===== src/j1850_pkg.sv =====
// Shared constants and field widths for the J1850 PWM frame receiver.
package j1850_pkg;

   // Ring geometry
   localparam int PACKET_SLOTS = 4;
   localparam int PACKET_BYTES = 16;
   localparam int SLOT_W       = (PACKET_SLOTS > 1) ? $clog2(PACKET_SLOTS) : 1;
   localparam int BYTE_W       = $clog2(PACKET_BYTES);
   localparam int LEN_W        = $clog2(PACKET_BYTES + 1);
   localparam int ADDR_W       = SLOT_W + BYTE_W;
   localparam int MEM_DEPTH    = PACKET_SLOTS << BYTE_W;

   // Fixed field widths
   localparam int TICK_W   = 8;
   localparam int OP_W     = 3;
   localparam int STATE_W  = 3;
   localparam int COUNT_W  = 5;
   localparam int CSR_IDX_W = 3;

   // Operation codes
   localparam logic [OP_W-1:0] OP_RISE = 3'd0;
   localparam logic [OP_W-1:0] OP_FALL = 3'd1;
   localparam logic [OP_W-1:0] OP_EOD  = 3'd2;
   localparam logic [OP_W-1:0] OP_EOF  = 3'd3;
   localparam logic [OP_W-1:0] OP_IDLE = 3'd4;
   localparam logic [OP_W-1:0] OP_READ = 3'd5;

   // Bus states
   localparam logic [STATE_W-1:0] BUS_UNKNOWN = 3'd0;
   localparam logic [STATE_W-1:0] BUS_ERROR   = 3'd1;
   localparam logic [STATE_W-1:0] BUS_SOF     = 3'd2;
   localparam logic [STATE_W-1:0] BUS_DATA    = 3'd3;
   localparam logic [STATE_W-1:0] BUS_EOD     = 3'd4;
   localparam logic [STATE_W-1:0] BUS_EOF     = 3'd5;
   localparam logic [STATE_W-1:0] BUS_IDLE    = 3'd6;

   // Register indexes
   localparam logic [CSR_IDX_W-1:0] REG_BIT_MIN = 3'd0;
   localparam logic [CSR_IDX_W-1:0] REG_BIT_MAX = 3'd1;
   localparam logic [CSR_IDX_W-1:0] REG_ONE_MAX = 3'd2;
   localparam logic [CSR_IDX_W-1:0] REG_SOF_MIN = 3'd3;
   localparam logic [CSR_IDX_W-1:0] REG_SOF_MAX = 3'd4;

   // Register reset values
   localparam logic [TICK_W-1:0] RST_BIT_MIN = 8'd14;
   localparam logic [TICK_W-1:0] RST_BIT_MAX = 8'd39;
   localparam logic [TICK_W-1:0] RST_ONE_MAX = 8'd24;
   localparam logic [TICK_W-1:0] RST_SOF_MIN = 8'd60;
   localparam logic [TICK_W-1:0] RST_SOF_MAX = 8'd66;

   // Bit counter value that completes a byte
   localparam logic [3:0] BITS_PER_BYTE = 4'd8;

endpackage


===== src/j1850_pwm_frame_receiver_top.sv =====
// Top level of the J1850 PWM frame receiver: event decoder, packet ring and read-out.
//
// Each bus event word (edge or timeout) is answered by one status word. A read word
// on a non-empty ring answers with one word per stored byte of the oldest packet
// (n bytes, n up to 16), streamed from the packet memory at one byte per cycle while
// the response side is ready; that memory has a single registered read port, and no
// new word is taken until the last byte has moved into the response register. A read
// on an empty ring, and the unused operation codes, answer with a status word only.
// Configuration writes are always taken. Packet bytes beyond sixteen overwrite the
// last byte; closing a packet onto the unread oldest one drops all unread packets.
module j1850_pwm_frame_receiver_top
   import j1850_pkg::*;
(
   input  logic                 clock,
   input  logic                 reset,
   // request channel
   input  logic                 req_tvalid,
   output logic                 req_tready,
   input  logic [15:0]          req_tdata,   // [7:0] elapsed_ticks, [8] bus_active, zero fill
   input  logic [OP_W-1:0]      req_tuser,   // [2:0] operation
   // response channel
   output logic                 rsp_tvalid,
   input  logic                 rsp_tready,
   output logic [23:0]          rsp_tdata,   // [2:0] bus_state, [10:3] data_byte,
                                             // [15:11] byte_count, [23:16] capture_time
   output logic                 rsp_tuser,   // [0] packet_valid
   output logic                 rsp_tlast,
   // configuration write channel
   input  logic                 csr_valid,
   output logic                 csr_ready,
   input  logic [CSR_IDX_W-1:0] csr_index,
   input  logic [TICK_W-1:0]    csr_data
);

   typedef enum logic {
      ST_ACCEPT,
      ST_READ
   } ctrl_type;

   // Configuration registers
   logic [TICK_W-1:0] bit_min_ff, bit_max_ff, one_max_ff, sof_min_ff, sof_max_ff;

   // Receiver state
   ctrl_type            ctrl_ff, ctrl_in;
   logic [STATE_W-1:0]  frame_state_ff, frame_state_in;
   logic [7:0]          shift_byte_ff, shift_byte_in;
   logic [3:0]          bit_counter_ff, bit_counter_in;
   logic [LEN_W-1:0]    cur_len_ff, cur_len_in;
   logic [SLOT_W-1:0]   write_slot_ff, write_slot_in;
   logic [SLOT_W-1:0]   read_slot_ff, read_slot_in;
   logic [LEN_W-1:0]    slot_length_ff [PACKET_SLOTS];
   logic [TICK_W-1:0]   slot_time_ff [PACKET_SLOTS];
   logic                len_we, time_we;

   // Read-out sequencer
   logic [SLOT_W-1:0]   rd_slot_ff, rd_slot_in;
   logic [LEN_W-1:0]    rd_count_ff, rd_count_in;
   logic [TICK_W-1:0]   rd_time_ff, rd_time_in;
   logic [LEN_W-1:0]    rd_issue_ff, rd_issue_in;
   logic [LEN_W-1:0]    rd_out_ff, rd_out_in;
   logic                pend_ff, pend_in;

   // Packet memory
   logic [7:0]          packet_store_ff [MEM_DEPTH];
   logic [7:0]          rd_data_ff;
   logic                mem_we, mem_re;
   logic [ADDR_W-1:0]   mem_waddr, mem_raddr;
   logic [7:0]          mem_wdata;

   // Output register
   logic                rsp_valid_ff, rsp_valid_in;
   logic [STATE_W-1:0]  rsp_state_ff, rsp_state_in;
   logic                rsp_pkt_ff, rsp_pkt_in;
   logic [7:0]          rsp_byte_ff, rsp_byte_in;
   logic [COUNT_W-1:0]  rsp_count_ff, rsp_count_in;
   logic [TICK_W-1:0]   rsp_time_ff, rsp_time_in;
   logic                rsp_last_ff, rsp_last_in;

   // Decode helpers
   logic                out_free, req_fire, move, issue, last_move;
   logic [OP_W-1:0]     op;
   logic [TICK_W-1:0]   ticks;
   logic                active, in_bit, in_sof, bit_val;
   logic [7:0]          shift_next;
   logic [3:0]          bc_inc;
   logic [BYTE_W-1:0]   byte_idx;
   logic [LEN_W-1:0]    head_len;
   logic [SLOT_W-1:0]   write_slot_next, read_slot_next;

   assign out_free   = !rsp_valid_ff || rsp_tready;
   assign req_tready = (ctrl_ff == ST_ACCEPT) && out_free;
   assign req_fire   = req_tvalid && req_tready;
   assign csr_ready  = 1'b1;

   assign op     = req_tuser;
   assign ticks  = req_tdata[TICK_W-1:0];
   assign active = req_tdata[TICK_W];

   assign in_bit     = (ticks >= bit_min_ff) && (ticks <= bit_max_ff);
   assign in_sof     = (ticks >= sof_min_ff) && (ticks <= sof_max_ff);
   assign bit_val    = ticks <= one_max_ff;
   assign shift_next = {shift_byte_ff[6:0], bit_val};
   assign bc_inc     = bit_counter_ff + 4'd1;
   assign byte_idx   = (cur_len_ff < LEN_W'(PACKET_BYTES)) ? cur_len_ff[BYTE_W-1:0]
                                                           : BYTE_W'(PACKET_BYTES - 1);
   assign head_len   = slot_length_ff[read_slot_ff];

   assign write_slot_next = (write_slot_ff == SLOT_W'(PACKET_SLOTS - 1)) ? '0
                                                                         : write_slot_ff + 1'b1;
   assign read_slot_next  = (read_slot_ff == SLOT_W'(PACKET_SLOTS - 1)) ? '0
                                                                        : read_slot_ff + 1'b1;

   // Read-out handshake between memory output and response register
   assign move      = (ctrl_ff == ST_READ) && pend_ff && out_free;
   assign issue     = (ctrl_ff == ST_READ) && (rd_issue_ff != rd_count_ff)
                      && (!pend_ff || move);
   assign last_move = move && (rd_out_ff == rd_count_ff - 1'b1);
   assign mem_re    = issue;
   assign mem_raddr = {rd_slot_ff, rd_issue_ff[BYTE_W-1:0]};

   // Next-state logic
   always_comb begin
      ctrl_in        = ctrl_ff;
      frame_state_in = frame_state_ff;
      shift_byte_in  = shift_byte_ff;
      bit_counter_in = bit_counter_ff;
      cur_len_in     = cur_len_ff;
      write_slot_in  = write_slot_ff;
      read_slot_in   = read_slot_ff;
      len_we         = 1'b0;
      time_we        = 1'b0;
      mem_we         = 1'b0;
      mem_waddr      = {write_slot_ff, byte_idx};
      mem_wdata      = shift_next;
      rd_slot_in     = rd_slot_ff;
      rd_count_in    = rd_count_ff;
      rd_time_in     = rd_time_ff;
      rd_issue_in    = rd_issue_ff + LEN_W'(issue);
      rd_out_in      = rd_out_ff + LEN_W'(move);
      pend_in        = issue || (pend_ff && !move);
      rsp_valid_in   = rsp_valid_ff && !rsp_tready;
      rsp_state_in   = rsp_state_ff;
      rsp_pkt_in     = rsp_pkt_ff;
      rsp_byte_in    = rsp_byte_ff;
      rsp_count_in   = rsp_count_ff;
      rsp_time_in    = rsp_time_ff;
      rsp_last_in    = rsp_last_ff;

      if (req_fire) begin
         unique case (op)
            OP_RISE: begin
               if (frame_state_ff > BUS_DATA) time_we = 1'b1;
            end
            OP_FALL: begin
               // shift in a bit, close a byte at eight bits
               if (in_bit) begin
                  frame_state_in = BUS_DATA;
                  shift_byte_in  = shift_next;
                  bit_counter_in = bc_inc;
                  if (bc_inc >= BITS_PER_BYTE) begin
                     mem_we         = 1'b1;
                     bit_counter_in = '0;
                     if (cur_len_ff < LEN_W'(PACKET_BYTES)) cur_len_in = cur_len_ff + 1'b1;
                  end
               end
               if (in_sof) begin
                  frame_state_in = BUS_SOF;
                  bit_counter_in = '0;
               end
            end
            OP_EOD: begin
               // close a non-empty packet into the ring
               if (active) begin
                  frame_state_in = BUS_ERROR;
               end else if (frame_state_ff < BUS_EOD) begin
                  frame_state_in = BUS_EOD;
                  cur_len_in     = '0;
                  if (cur_len_ff != '0) begin
                     len_we        = 1'b1;
                     write_slot_in = write_slot_next;
                  end
               end
            end
            OP_EOF:  frame_state_in = active ? BUS_ERROR : BUS_EOF;
            OP_IDLE: frame_state_in = active ? BUS_ERROR : BUS_IDLE;
            OP_READ: begin
               if (write_slot_ff != read_slot_ff) begin
                  read_slot_in = read_slot_next;
                  if (head_len != '0) begin
                     ctrl_in     = ST_READ;
                     rd_slot_in  = read_slot_ff;
                     rd_count_in = head_len;
                     rd_time_in  = slot_time_ff[read_slot_ff];
                     rd_issue_in = '0;
                     rd_out_in   = '0;
                     pend_in     = 1'b0;
                  end
               end
            end
            default: ;
         endcase

         // status word for all but a packet read
         if (!((op == OP_READ) && (write_slot_ff != read_slot_ff) && (head_len != '0))) begin
            rsp_valid_in = 1'b1;
            rsp_state_in = frame_state_in;
            rsp_pkt_in   = 1'b0;
            rsp_byte_in  = '0;
            rsp_count_in = '0;
            rsp_time_in  = '0;
            rsp_last_in  = 1'b1;
         end
      end

      // stream packet bytes into the response register
      if (move) begin
         rsp_valid_in = 1'b1;
         rsp_state_in = frame_state_ff;
         rsp_pkt_in   = 1'b1;
         rsp_byte_in  = rd_data_ff;
         rsp_count_in = COUNT_W'(rd_count_ff);
         rsp_time_in  = rd_time_ff;
         rsp_last_in  = last_move;
         if (last_move) ctrl_in = ST_ACCEPT;
      end
   end

   // Control state and registered outputs
   always_ff @(posedge clock) begin
      if (reset) begin
         ctrl_ff        <= ST_ACCEPT;
         frame_state_ff <= BUS_UNKNOWN;
         shift_byte_ff  <= '0;
         bit_counter_ff <= '0;
         cur_len_ff     <= '0;
         write_slot_ff  <= '0;
         read_slot_ff   <= '0;
         pend_ff        <= 1'b0;
         rsp_valid_ff   <= 1'b0;
         bit_min_ff     <= RST_BIT_MIN;
         bit_max_ff     <= RST_BIT_MAX;
         one_max_ff     <= RST_ONE_MAX;
         sof_min_ff     <= RST_SOF_MIN;
         sof_max_ff     <= RST_SOF_MAX;
      end else begin
         ctrl_ff        <= ctrl_in;
         frame_state_ff <= frame_state_in;
         shift_byte_ff  <= shift_byte_in;
         bit_counter_ff <= bit_counter_in;
         cur_len_ff     <= cur_len_in;
         write_slot_ff  <= write_slot_in;
         read_slot_ff   <= read_slot_in;
         pend_ff        <= pend_in;
         rsp_valid_ff   <= rsp_valid_in;
         // configuration writes
         if (csr_valid && csr_ready) begin
            unique case (csr_index)
               REG_BIT_MIN: bit_min_ff <= csr_data;
               REG_BIT_MAX: bit_max_ff <= csr_data;
               REG_ONE_MAX: one_max_ff <= csr_data;
               REG_SOF_MIN: sof_min_ff <= csr_data;
               REG_SOF_MAX: sof_max_ff <= csr_data;
               default: ;
            endcase
         end
      end
   end

   // Slot capture times, cleared at reset
   always_ff @(posedge clock) begin
      if (reset) begin
         for (int i = 0; i < PACKET_SLOTS; i++) slot_time_ff[i] <= '0;
      end else if (time_we) begin
         slot_time_ff[write_slot_ff] <= ticks;
      end
   end

   // Payload registers
   always_ff @(posedge clock) begin
      if (len_we) slot_length_ff[write_slot_ff] <= cur_len_ff;
      rd_slot_ff   <= rd_slot_in;
      rd_count_ff  <= rd_count_in;
      rd_time_ff   <= rd_time_in;
      rd_issue_ff  <= rd_issue_in;
      rd_out_ff    <= rd_out_in;
      rsp_state_ff <= rsp_state_in;
      rsp_pkt_ff   <= rsp_pkt_in;
      rsp_byte_ff  <= rsp_byte_in;
      rsp_count_ff <= rsp_count_in;
      rsp_time_ff  <= rsp_time_in;
      rsp_last_ff  <= rsp_last_in;
   end

   // Packet memory, one write and one registered read port
   always_ff @(posedge clock) begin
      if (mem_we) packet_store_ff[mem_waddr] <= mem_wdata;
      if (mem_re) rd_data_ff <= packet_store_ff[mem_raddr];
   end

   assign rsp_tvalid = rsp_valid_ff;
   assign rsp_tdata  = {rsp_time_ff, rsp_count_ff, rsp_byte_ff, rsp_state_ff};
   assign rsp_tuser  = rsp_pkt_ff;
   assign rsp_tlast  = rsp_last_ff;

   // Read-out sequencer never runs on an empty packet
   a_read_nonempty: assert property (@(posedge clock) disable iff (reset)
      (ctrl_ff == ST_READ) |-> (rd_count_ff != '0))
      else $error("read-out active with zero byte count");

   // Memory data pending only while reading
   a_pend_in_read: assert property (@(posedge clock) disable iff (reset)
      pend_ff |-> (ctrl_ff == ST_READ))
      else $error("memory data pending outside read-out");

   // Bytes delivered never pass bytes fetched
   a_out_le_issue: assert property (@(posedge clock) disable iff (reset)
      (ctrl_ff == ST_READ) |-> (rd_out_ff <= rd_issue_ff && rd_issue_ff <= rd_count_ff))
      else $error("read-out counters out of order");

   // A packet read moves the read slot on by one
   a_read_advance: assert property (@(posedge clock) disable iff (reset)
      (req_fire && op == OP_READ && write_slot_ff != read_slot_ff)
      |=> (read_slot_ff != $past(read_slot_ff)))
      else $error("read slot did not advance");

   // Bit counter stays within one byte
   a_bit_counter: assert property (@(posedge clock) disable iff (reset)
      bit_counter_ff < BITS_PER_BYTE)
      else $error("bit counter past a full byte");

endmodule


===== config.mk =====
export PLATFORM = sky130hd
export DESIGN_NAME = j1850_pwm_frame_receiver_top
export DESIGN_NICKNAME = d
export VERILOG_FILES = /design/src/j1850_pkg.sv /design/src/j1850_pwm_frame_receiver_top.sv
export SDC_FILE = /design/constraint.sdc
export NUM_CORES = 1
export LEC_CHECK = 0
export ABC_AREA = 1
export CAP_MARGIN = 40
export CORE_MARGIN = 10
export CORE_UTILIZATION = 40
export CTS_CLUSTER_SIZE = 20
export DETAILED_ROUTE_END_ITERATION = 10
export DONT_BUFFER_PORTS = 1
export PLACE_DENSITY = 0.68
export SLEW_MARGIN = 20
export SYNTH_ARGS = -nofsm -noshare
export SYNTH_HDL_FRONTEND = slang
export SYNTH_SLANG_ARGS = --single-unit

===== constraint.sdc =====
create_clock -name clock -period 4.8 [get_ports clock]
set_clock_uncertainty 0.2 [all_clocks]
set_input_delay 0.96 -clock clock [delete_from_list [all_inputs] [get_ports clock]]
set_output_delay 0.96 -clock clock [all_outputs]
set_load 0.01 [all_outputs]

==> impl_table.tex, run 1 <==
\begin{tabular}{lr}
\hline
Metric & Value \\
\hline
\multicolumn{2}{l}{\textbf{Pwr}} \\
Relative contribution of sequential cells to total power & 0.419 \\
Peak supply drop & 409 uV \\
Power per cell area & approximately 500 nW/um\^{}2 \\
Internal portion of total power & 11.0 mW \\
Net switching power & between 5 and 6 mW \\
Proportion of power drawn by combinational gates & 0.235 \\
Leakage power summed over all cells & 11.5 nW \\
Net switching fraction of the power & 0.318 \\
Clock Power Share & 0.347 \\
\multicolumn{2}{l}{\textbf{Drt}} \\
Detailed router's first-iteration violation count & $\sim$2300 \\
DR DRC count & 0 \\
Vias per cell & 5.56 \\
Drt first pass iters & 7 \\
Detailed Route WL & 71300 um \\
Total vias in the final route & between 15000 and 20000 \\
Average routed wire per standard cell & 21.0 um \\
Final ANT Viol Nets & 0 \\
\multicolumn{2}{l}{\textbf{Setup path}} \\
Reg2Reg Setup Slack & about 1300 ps \\
Data required time of the critical path & 4850 ps \\
Register-to-Register Path Depth & 12 \\
Critical register-to-register path startpoint & bit\_max\_ff[7] \\
Nature of the critical path endpoint & flip-flop \\
Worst flop-to-flop path endpoint & packet\_store\_ff[25][4] \\
Arr. time, crit path & 3740 ps \\
Kind of start point of the critical path & primary input \\
Critical path fanouts, max & 9 \\
Class of the most critical setup path & primary input to flip-flop \\
\multicolumn{2}{l}{\textbf{Clock network}} \\
CTS tree & built \\
CTS Hold Buffers Added & 0 \\
Clock root cell & clkbuf\_16 \\
CTS H-tree lvls & 3 \\
Clock latency reported for the late side of the worst-skew pair & 610 ps \\
Number of clock buffers inserted by TritonCTS & 71 \\
Buffer count from post-CTS setup fixing & 0 \\
Clock transition at the register clock pins on the worst setup and hold paths after CTS & 60 ps \\
CTS Buffer Depth & 3 \\
Clock sinks & 691 \\
Number of gates resized after cts & 0 \\
\multicolumn{2}{l}{\textbf{STA}} \\
Final critical path time including I/O delays and setup & around 3700 ps \\
Unrepaired setup endpoints after global routing & no \\
Worst setup margin & 1110 ps \\
Ratio of final minimum period to clock period & 0.769 \\
Tightest slew margin relative to the limit & 0.397 \\
Transition time of the tightest slew-check pin & 898 ps \\
Max-slew violations & 0 \\
Fmax & 271 MHz \\
Final count of hold timing violations & 0 \\
Number of failing setup endpoints in the final timing report & 0 \\
Post-route setup TNS & 0 ps \\
\multicolumn{2}{l}{\textbf{Worst hold path}} \\
Worst min-delay path endpoint & shift\_byte\_ff[2] \\
Hold Startpoint & reset \\
Worst hold path cell count & 1 \\
Hold crit path type & primary input to flip-flop \\
\multicolumn{2}{l}{\textbf{Layout}} \\
Diodes inserted & 0 \\
Non-filler cells in the finished layout & roughly 3400 \\
Proportion of layout cells with a drive suffix above 1 & 0.0705 \\
Number of filler cells placed in the layout & 6226 \\
Final nets & 2489 \\
Layout overhead on the synthesized area & 12.5\% \\
Utilization after layout & 0.456 \\
\multicolumn{2}{l}{\textbf{Yosys}} \\
Cell types with the largest area share after synthesis & edfxtp\_1 65\%, nor2\_1 5.9\%, o21ai\_0 5.6\% \\
Share of the synthesized area in the top cell type & 0.646 \\
Largest area contributor in the synthesized netlist & edfxtp\_1 \\
Cell count after synthesis & 2414 \\
Top flip-flop cell by instance count after synthesis & edfxtp\_1 \\
Post-synthesis instance area & 28500 sq um \\
Top cell types by occurrence after synthesis & 612 x edfxtp\_1, 451 x nor2\_1, 319 x o21ai\_0 \\
Post-synth ARST share & 0 \\
Net count after synthesis & roughly 2500 \\
EDFF count, synth & 612 \\
Most frequent cell after synthesis & edfxtp\_1 \\
Seq/Total Area, Yosys & 0.701 \\
Syn Area/Cell & about 12 sq um \\
Number of different library cells in the post-synthesis netlist & 44 \\
Register bit count reported by yosys & $\sim$690 \\
Yosys warnings & 0 \\
\multicolumn{2}{l}{\textbf{Placement}} \\
Worst slack at placement & 616 ps \\
RD Place Congestion & around 0.91 \\
Cells after DPL & about 3300 \\
Sum of net half-perimeters after detailed placement & 45000 um \\
Number of buffers inserted by port buffering & 0 \\
\multicolumn{2}{l}{\textbf{Global routing}} \\
Global route total overflow & 0 \\
Maximum number of pins on one net before global-route repair & between 100 and 150 \\
Number of antenna violations at the first check in global routing & 0 \\
Total GRT Usage & 0.170 \\
Wire length of the first global-routing pass & between 100000 and 150000 um \\
Number of global-route vias before repair & 18500 \\
\multicolumn{2}{l}{\textbf{Die}} \\
Full die area & 82200 sq um \\
I/O pin cnt & 64 \\
Die outline height & 287 um \\
Starting utilization of the core area & 0.405 \\
Die width & 287 um \\
Core Footprint & 70300 sq um \\
Number of standard-cell rows in the floorplan & 97 \\
\multicolumn{2}{l}{\textbf{Run status}} \\
Run status & completed \\
\multicolumn{2}{l}{\textbf{Run}} \\
\# Max-Cap Violations & 0 \\
\hline
\end{tabular}
==> sequential cells by signal, indices dropped and copies added, names as in the netlist, 7 cells and up, named ones only <==
signal	count
rsp_byte_ff	8
slot_time_ff	32
rd_data_ff	8
bit_max_ff	8
sof_min_ff	8
sof_max_ff	8
rd_time_ff	8
bit_min_ff	8
one_max_ff	8
shift_byte_ff	7
rsp_time_ff	8
packet_store_ff	512
slot_length_ff	20
==> power groups by stage <==
| stage | Clock [mW] | Combinational, mW | Sequential, mW |
|---|---|---|---|
| after floorplan | 0 | 2.58 | 6.76 |
| after global placement | 0 | 3.53 | 6.86 |
| after detailed placement | 0 | 3.68 | 6.86 |
| after CTS | 5.64 | 3.71 | 6.74 |
| after global routing | 5.91 | 4.13 | 6.75 |
| final | 5.57 | 3.77 | 6.73 |
==> cells in the final DEF, fill, tap and decap left out, types with 12 or more instances in the layout <==
cell,count
edfxtp_1,612
nor2_1,450
o21ai_0,318
nand2_1,227
inv_1,137
o22ai_1,86
a21oi_1,76
clkbuf_16,72
nand3_1,71
dfxtp_1,69
ha_1,53
o221ai_1,44
o211ai_1,33
nand4_1,28
buf_4,27
clkinv_1,21
xnor2_1,12
clkbuf_1,12
==> logic make-up after synthesis <==
kind of cell | Yosys count | synth area share
AOI/OAI and AO/OA | 573 | 0.115
xor gates and xnor gates | 21 | 0.00646
DFF | 691 | 0.701
other | 1 | 0.000132
buffers and inverters | 272 | 0.0374
adders and majority gates | 53 | 0.0233
and+or+nand+nor | 803 | 0.117
==> final cells by class <==
| type | instances | area, sq um | share of cell area |
|---|---|---|---|
| Timing Repair Buffer | 40 | 493 | 0.0154 |
| Tap cell | 940 | 1180 | 0.0367 |
| Multi-Input combinational cell | 1451 | 7460 | 0.233 |
| Sequential cell | 691 | 20000 | 0.624 |
| Clock inverter | 42 | 494 | 0.0154 |
| Clock buffer | 85 | 1860 | 0.0581 |
| Inverter | 146 | 553 | 0.0173 |
==> layer usage <==
layer,up-vias,wire length (um),GRT usage
met1,9112,28500,0.224
met3,136,7060,0.0396
met4,0,2070,0.0592
met2,943,33700,0.272
met5,-,0,0
li1,8678,-,-
==> critical path, stage by stage <==
cell and delay, ps:
inv_1 160, ha_1 350, nand2_1 50, nand3_1 70, nand2_1 60, nand2_1 120
nand2_1 70, nand2_1 130, nand3_4 150, nor2_4 150, inv_2 90, nor2_4 120
nand2_1 500, nor2_1 740
==> through the flow <==
| stage | total power, mW | hold WS (ps) | instance area (sq um) |
|---|---|---|---|
| finish | 16.1 | 217 | 32000 |
| global route | 16.8 | 197 | 32000 |
| CTS | 16.1 | 190 | 31900 |
| detailed placement | 10.5 | 248 | 29600 |
| global placement | 10.4 | 245 | 29400 |
| floorplan | 9.35 | 229 | 28500 |
==> worst max-delay path by stage <==
stage / startpoint / slack, ps / depth (start not counted) / to
floorplan: req_tdata[0] / 980 / 4 / packet_store_ff[0][0]
global placement: req_tdata[0] / 650 / 16 / packet_store_ff[9][4]
detailed placement: req_tdata[0] / 620 / 16 / packet_store_ff[17][1]
CTS: req_tdata[0] / 1250 / 16 / packet_store_ff[17][2]
global route: req_tdata[0] / 920 / 16 / packet_store_ff[17][2]
finish: req_tdata[0] / 1110 / 14 / packet_store_ff[25][4]
Note: power is estimated with default switching activity, not from simulation.
==> run 2, diff against run 1 <==
--- a/config.mk
+++ b/config.mk
@@ -12,7 +12,7 @@
 export CTS_CLUSTER_SIZE = 20
 export DETAILED_ROUTE_END_ITERATION = 10
 export DONT_BUFFER_PORTS = 1
-export PLACE_DENSITY = 0.68
+export PLACE_DENSITY = 0.66
 export SLEW_MARGIN = 20
 export SYNTH_ARGS = -nofsm -noshare
 export SYNTH_HDL_FRONTEND = slang
==> constraint.sdc (replaced) <==
create_clock -name clock -period 3.85 [get_ports clock]
set_clock_uncertainty 0.2 [all_clocks]
set_input_delay 0.77 -clock clock [delete_from_list [all_inputs] [get_ports clock]]
set_output_delay 0.77 -clock clock [all_outputs]
set_load 0.01 [all_outputs]
==> run 2 against run 1 <==
Compared with the run above:
- total power increased by 23%
- sequential share of layout area decreased by 0.76 points
- die area unchanged
- hold slack got worse by 190 ps
- final area increased by 1.2%
- non-clock buffer count increased by 64
- first-iteration DRC count decreased by 13%
- flip-flop and latch count unchanged
- critical path type is now flip-flop to flip-flop
- clock power increased by 21%
- utilization increased by 0.56 points
==> impl_table.tex, run 2 (synthesis gave the netlist of run 1 again) <==
\begin{tabular}{lr}
\hline
Metric & Value \\
\hline
\multicolumn{2}{l}{\textbf{Drt}} \\
Vias per cell & about 5.5 \\
Final ANT Viol Nets & 0 \\
Detailed router's first-iteration violation count & 2023 \\
Total vias in the final route & 18900 \\
Average routed wire per standard cell & 20.6 um \\
DR DRC count & 0 \\
Drt first pass iters & 6 \\
Detailed Route WL & 71300 um \\
\multicolumn{2}{l}{\textbf{Setup path}} \\
Critical path fanouts, max & 9 \\
Data required time of the critical path & 3960 ps \\
Nature of the critical path endpoint & flip-flop \\
Arr. time, crit path & 3100 ps \\
Reg2Reg Setup Slack & 860 ps \\
Class of the most critical setup path & flip-flop to flip-flop \\
Kind of start point of the critical path & flip-flop \\
\multicolumn{2}{l}{\textbf{Pwr}} \\
Power per cell area & 609 nW/um\^{}2 \\
Relative contribution of sequential cells to total power & 0.422 \\
Power, Total & 19.8 mW \\
Clock Power Share & 0.340 \\
Proportion of power drawn by combinational gates & 0.238 \\
Peak supply drop & 496 uV \\
Net switching power & 6.26 mW \\
Net switching fraction of the power & 0.317 \\
Internal portion of total power & 13.5 mW \\
Leakage power summed over all cells & 11.8 nW \\
\multicolumn{2}{l}{\textbf{Layout}} \\
Register with the most flip-flops & packet\_store\_ff \\
Final nets & 2551 \\
Diodes inserted & 0 \\
Biggest regs & packet\_store\_ff: 512 flops, slot\_time\_ff: 32 flops, slot\_length\_ff: 20 flops \\
Layout overhead on the synthesized area & 13.9\% \\
Utilization after layout & 0.461 \\
Max FFs per register & 512 \\
Most frequent standard cell in the layout excluding fill and tap cells & edfxtp\_1 \\
Proportion of layout cells with a drive suffix above 1 & 0.0929 \\
Number of filler cells placed in the layout & 6140 \\
Most used cells in the layout excluding fill and tap cells & 612 x edfxtp\_1, 450 x nor2\_1, 318 x o21ai\_0 \\
\multicolumn{2}{l}{\textbf{Clock network}} \\
Buffer count from post-CTS setup fixing & 0 \\
Number of clock buffers inserted by TritonCTS & between 60 and 70 \\
CTS H-tree lvls & 3 \\
CTS Buffer Depth & 3 \\
Clock sinks & 691 \\
Clock root cell & clkbuf\_16 \\
Clock transition at the register clock pins on the worst setup and hold paths after CTS & 70 ps \\
Clock latency reported for the late side of the worst-skew pair & roughly 600 ps \\
CTS tree & built \\
\multicolumn{2}{l}{\textbf{Placement}} \\
Sum of net half-perimeters after detailed placement & 43800 um \\
Number of buffers inserted by port buffering & 0 \\
RD Place Congestion & 0.884 \\
\multicolumn{2}{l}{\textbf{Die}} \\
Die outline height & 287 um \\
I/O pin cnt & 64 \\
Number of standard-cell rows in the floorplan & 97 \\
Die width & 287 um \\
Starting utilization of the core area & 0.405 \\
Core Footprint & 70300 sq um \\
Full die area & 82200 sq um \\
\multicolumn{2}{l}{\textbf{STA}} \\
Max-slew violations & 0 \\
Number of failing setup endpoints in the final timing report & 0 \\
Fmax & 334 MHz \\
Unrepaired setup endpoints after global routing & no \\
Transition time of the tightest slew-check pin & 860 ps \\
Tightest slew margin relative to the limit & 0.427 \\
Final count of hold timing violations & 0 \\
Final critical path time including I/O delays and setup & 2990 ps \\
Post-route setup TNS & 0 ps \\
Worst hold slack & 29.2 ps \\
Ratio of final minimum period to clock period & 0.777 \\
\multicolumn{2}{l}{\textbf{Global routing}} \\
Number of global-route vias before repair & 18500 \\
Number of antenna violations at the first check in global routing & 0 \\
Global route total overflow & 0 \\
Total GRT Usage & 0.171 \\
Wire length of the first global-routing pass & 109000 um \\
Maximum number of pins on one net before global-route repair & about 160 \\
\multicolumn{2}{l}{\textbf{Run}} \\
\# Max-Cap Violations & 0 \\
\multicolumn{2}{l}{\textbf{Worst hold path}} \\
Hold crit path type & primary input to flip-flop \\
\multicolumn{2}{l}{\textbf{Run status}} \\
Run status & completed \\
\hline
\end{tabular}
run 2: cell count changes in the layout (fill, tap and decap cells not counted), moves of 2 or more:
cell / delta
buf_4: +63
clkinv_1: +7
clkbuf_1: -6
buf_12: +3
bufinv_16: -3
buf_16: -2
buf_8: -2
clkbuf_8: +2
clkinv_2: +2
clkinv_4: +2
clkinvlp_4: -2
dlygate4sd3_1: +2
run 2: worst paths after layout:
| path | endpoint | cells after the start | from |
|---|---|---|---|
| max | packet_store_ff[58][0] | 12 | rsp_tvalid |
| min | cur_len_ff[3] | 1 | reset |
| max reg2reg | packet_store_ff[58][0] | 12 | rsp_tvalid |
| min reg2reg | one_max_ff[6] | 2 | one_max_ff[6] |
run 2: power groups by stage:
stage	Combinational, mW	Sequential, mW	Clock (mW)
floorplan	3.21	8.43	0
global placement	4.54	8.50	0
detailed placement	4.64	8.50	0
CTS	4.67	8.34	6.83
global route	5.17	8.35	7.14
finish	4.71	8.34	6.72
run 2: worst max-delay path, cell delays in order (launching register included):
cell and delay [ps]:
dfxtp_1 350, inv_1 60, nor2_1 80, nor2_1 360
nand2_4 170, nor2_4 160, nand3_4 150, nor2_4 160
inv_2 90, nor2_8 170, nand3_4 250, nor2_1 290
buf_4 200
run 2: what timing repair did:
item,CTS,global route
hold buffers,2,0
hold endpoints to repair,6,0
resized for setup,0,0
run 2: final cells by class:
type,instances,area [sq um],area share
flip-flops and latches,691,20000,0.617
multi-input cells,1451,7460,0.230
clock buffers,82,1890,0.0583
well taps,940,1180,0.0363
repair buffers,104,961,0.0296
inverters,146,553,0.0171
clock inverters,45,389,0.0120
run 2: layer usage:
layer	up-vias	global-route usage	wire length (um)
met2	782	0.279	34000
li1	8776	-	-
met4	0	0.0710	2530
met3	134	0.0423	6260
met1	9220	0.214	28500
met5	-	0	0
run 2: metrics by stage:
stage / setup slack [ps] / cells / instance area, sq um
3_5_place_dp: 439 / 3325 / 30000
3_3_place_gp: 479 / 3323 / 30000
6_report: 859 / 3459 / 32400
5_1_grt: 702 / 3459 / 32400
2_1_floorplan: 224 / 2414 / 28500
4_1_cts: 881 / 3454 / 32300
==> run 3, diff against run 2 <==
--- a/config.mk
+++ b/config.mk
@@ -12,7 +12,7 @@
 export CTS_CLUSTER_SIZE = 20
 export DETAILED_ROUTE_END_ITERATION = 10
 export DONT_BUFFER_PORTS = 1
-export PLACE_DENSITY = 0.66
+export PLACE_DENSITY = 0.68
 export SLEW_MARGIN = 20
 export SYNTH_ARGS = -nofsm -noshare
 export SYNTH_HDL_FRONTEND = slang
==> constraint.sdc (replaced) <==
create_clock -name clock -period 2.45 [get_ports clock]
set_clock_uncertainty 0.2 [all_clocks]
set_input_delay 0.49 -clock clock [delete_from_list [all_inputs] [get_ports clock]]
set_output_delay 0.49 -clock clock [all_outputs]
set_load 0.01 [all_outputs]
==> run 3 against run 2 <==
Compared with the run above:
- the flow now finishes with violations (setup timing)
- hold slack got worse by 4.1 ps
- routed wire length increased by 7.8%
- maximum frequency up 16%
- die area stayed put
- via count is 4.4% higher
==> impl_table.tex, run 3 (synthesis gave the netlist of run 1 again) <==
\begin{tabular}{lr}
\hline
Metric & Value \\
\hline
\multicolumn{2}{l}{\textbf{Run status}} \\
Run status & finished, violations left \\
Failing checks & setup timing \\
\multicolumn{2}{l}{\textbf{Die}} \\
Number of standard-cell rows in the floorplan & 97 \\
Die width & 287 um \\
Die outline height & $\sim$290 um \\
I/O pin cnt & 64 \\
Core Footprint & 70300 sq um \\
Starting utilization of the core area & 0.405 \\
Full die area & 82200 sq um \\
\multicolumn{2}{l}{\textbf{Worst hold path}} \\
Hold Startpoint & rsp\_tready \\
Worst min-delay path endpoint & rsp\_tvalid \\
Hold crit path type & primary input to flip-flop \\
Worst hold path cell count & 4 \\
\multicolumn{2}{l}{\textbf{Layout}} \\
Max FFs per register & 512 \\
Layout overhead on the synthesized area & 20.0\% \\
Non-Filler Cell Area, Final & 34200 sq um \\
Diodes inserted & 0 \\
Biggest regs & packet\_store\_ff: 512 flops, slot\_time\_ff: 32 flops, slot\_length\_ff: 20 flops \\
Proportion of layout cells with a drive suffix above 1 & 0.161 \\
Number of filler cells placed in the layout & between 5000 and 6000 \\
Most frequent standard cell in the layout excluding fill and tap cells & edfxtp\_1 \\
Final nets & 2633 \\
Most used cells in the layout excluding fill and tap cells & 612 x edfxtp\_1, 389 x nor2\_1, 317 x o21ai\_0 \\
Register with the most flip-flops & packet\_store\_ff \\
\multicolumn{2}{l}{\textbf{STA}} \\
Transition time of the tightest slew-check pin & 651 ps \\
Max-slew violations & 0 \\
Fmax & 389 MHz \\
Tightest slew margin relative to the limit & 0.566 \\
Unrepaired setup endpoints after global routing & yes \\
Number of failing setup endpoints in the final timing report & about 450 \\
Final critical path time including I/O delays and setup & 2570 ps \\
Final count of hold timing violations & 0 \\
Worst setup margin & -124 ps \\
Ratio of final minimum period to clock period & 1.05 \\
\multicolumn{2}{l}{\textbf{Clock network}} \\
Clock sinks & 691 \\
CTS Buffer Depth & 3 \\
Clock transition at the register clock pins on the worst setup and hold paths after CTS & around 60 ps \\
Clock root cell & clkbuf\_16 \\
CTS tree & built \\
Clock latency reported for the late side of the worst-skew pair & a little over 600 ps \\
CTS H-tree lvls & 3 \\
Number of clock buffers inserted by TritonCTS & 70 \\
\multicolumn{2}{l}{\textbf{Setup path}} \\
Reg2Reg Setup Slack & -120 ps \\
Nature of the critical path endpoint & flip-flop \\
Data required time of the critical path & 2560 ps \\
Class of the most critical setup path & flip-flop to flip-flop \\
Arr. time, crit path & 2680 ps \\
Critical path fanouts, max & 8 \\
Worst flop-to-flop path endpoint & packet\_store\_ff[54][1] \\
Critical register-to-register path startpoint & bit\_max\_ff[7] \\
Register-to-Register Path Depth & 14 \\
Kind of start point of the critical path & flip-flop \\
\multicolumn{2}{l}{\textbf{Drt}} \\
Drt first pass iters & 6 \\
Final ANT Viol Nets & 0 \\
Detailed router's first-iteration violation count & 2212 \\
DR DRC count & 0 \\
Detailed Route WL & 76800 um \\
Average routed wire per standard cell & 21.7 um \\
Total vias in the final route & just under 20000 \\
Vias per cell & between 5 and 6 \\
\multicolumn{2}{l}{\textbf{Pwr}} \\
Peak supply drop & 617 uV \\
Net switching power & 10.2 mW \\
Net switching fraction of the power & 0.318 \\
Relative contribution of sequential cells to total power & 0.406 \\
Internal portion of total power & about 22 mW \\
Power, Total & between 30 and 40 mW \\
Clock Power Share & 0.337 \\
Proportion of power drawn by combinational gates & 0.257 \\
Power per cell area & 941 nW/um\^{}2 \\
Leakage power summed over all cells & about 12 nW \\
\multicolumn{2}{l}{\textbf{Global routing}} \\
Global route total overflow & 0 \\
Total GRT Usage & 0.182 \\
Number of antenna violations at the first check in global routing & 0 \\
Number of global-route vias before repair & between 15000 and 20000 \\
Maximum number of pins on one net before global-route repair & about 120 \\
Wire length of the first global-routing pass & 116000 um \\
\multicolumn{2}{l}{\textbf{Placement}} \\
RD Place Congestion & approximately 0.9 \\
Sum of net half-perimeters after detailed placement & 48900 um \\
Placed standard-cell area & 31000 sq um \\
Number of buffers inserted by port buffering & 0 \\
\multicolumn{2}{l}{\textbf{Run}} \\
\# Max-Cap Violations & 0 \\
\hline
\end{tabular}
[run 3: cell types whose count changed in the layout (fill, tap and decap cells not counted), moves of 9 or more]
cell	before	now
dfxtp_2	1	15
nand2_2	0	9
buf_6	0	40
ha_1	53	42
clkinv_1	28	11
inv_1	137	126
nand2_1	227	216
buf_12	7	26
nor2_1	450	389
dlygate4sd3_1	2	17
nor2_4	3	63
buf_4	90	100
inv_2	4	14
ha_4	0	11
[run 3: how the worst max path moves through the flow]
stage             startpoint                      to
3_3_place_gp    req_tdata[7]  packet_store_ff[56][3]
3_5_place_dp    req_tdata[7]  packet_store_ff[24][6]
6_report       bit_max_ff[7]  packet_store_ff[54][1]
4_1_cts        bit_max_ff[5]   packet_store_ff[2][0]
2_1_floorplan   req_tdata[0]  packet_store_ff[21][0]
5_1_grt        bit_min_ff[1]   packet_store_ff[2][7]
[run 3: metal layers]
metal,up-vias,part of all wire,global-route usage
met2,1003,0.48,0.305
met3,151,0.097,0.0428
li1,8963,-,-
met5,-,0,0
met4,0,0.029,0.0641
met1,9630,0.39,0.227
[run 3: power groups by stage]
stage	clock network, mW	registers [mW]	logic [mW]
after global routing	11.5	13.1	8.93
after global placement	0	13.3	7.74
after CTS	11.0	13.1	7.98
final	10.8	13.1	8.26
after detailed placement	0	13.3	7.88
after floorplan	0	13.2	5.09
[run 3: critical path, stage by stage, from the launching register on]
cell      delay (ps)
dfxtp_2          320
inv_2             40
ha_4             270
nand2_2           80
nor2_4            90
nand4_1          100
nand2_2          120
nand3_4           90
nor2_4           150
inv_4             70
nor2_8           210
nand3b_4         110
buf_12           180
nor2_4            90
buf_6            140
[run 3: cell type report]
cell class | instances | area [sq um] | area share
flip-flops and latches | 691 | 20000 | 0.585
multi-input cells | 1451 | 8140 | 0.238
clock buffers | 92 | 1970 | 0.0577
repair buffers | 185 | 1940 | 0.0569
well taps | 940 | 1180 | 0.0344
inverters | 146 | 556 | 0.0163
clock inverters | 36 | 384 | 0.0112
[run 3: through the flow]
| stage | TNS, ps | cells | setup slack (ps) | utilization | hold slack (ps) |
|---|---|---|---|---|---|
| 2_1_floorplan | -94120 | 2414 | -230 | - | 229 |
| 3_3_place_gp | -166220 | 3392 | -413 | 0.442 | 243 |
| 3_5_place_dp | -178790 | 3392 | -420 | 0.442 | 260 |
| 4_1_cts | -68510 | 3537 | -204 | 0.483 | 1.44 |
| 5_1_grt | -93060 | 3541 | -265 | 0.486 | 32.2 |
| 6_report | -34220 | 3541 | -124 | 0.486 | 25.1 |
[run 3: timing repair]
action	in CTS	in global routing
setup endpoints to repair	512	541
hold buffers	17	0
hold endpoints to repair	82	0
pin swaps	13	16
setup buffers	0	2
gates resized for setup	82	42
cloned	0	1
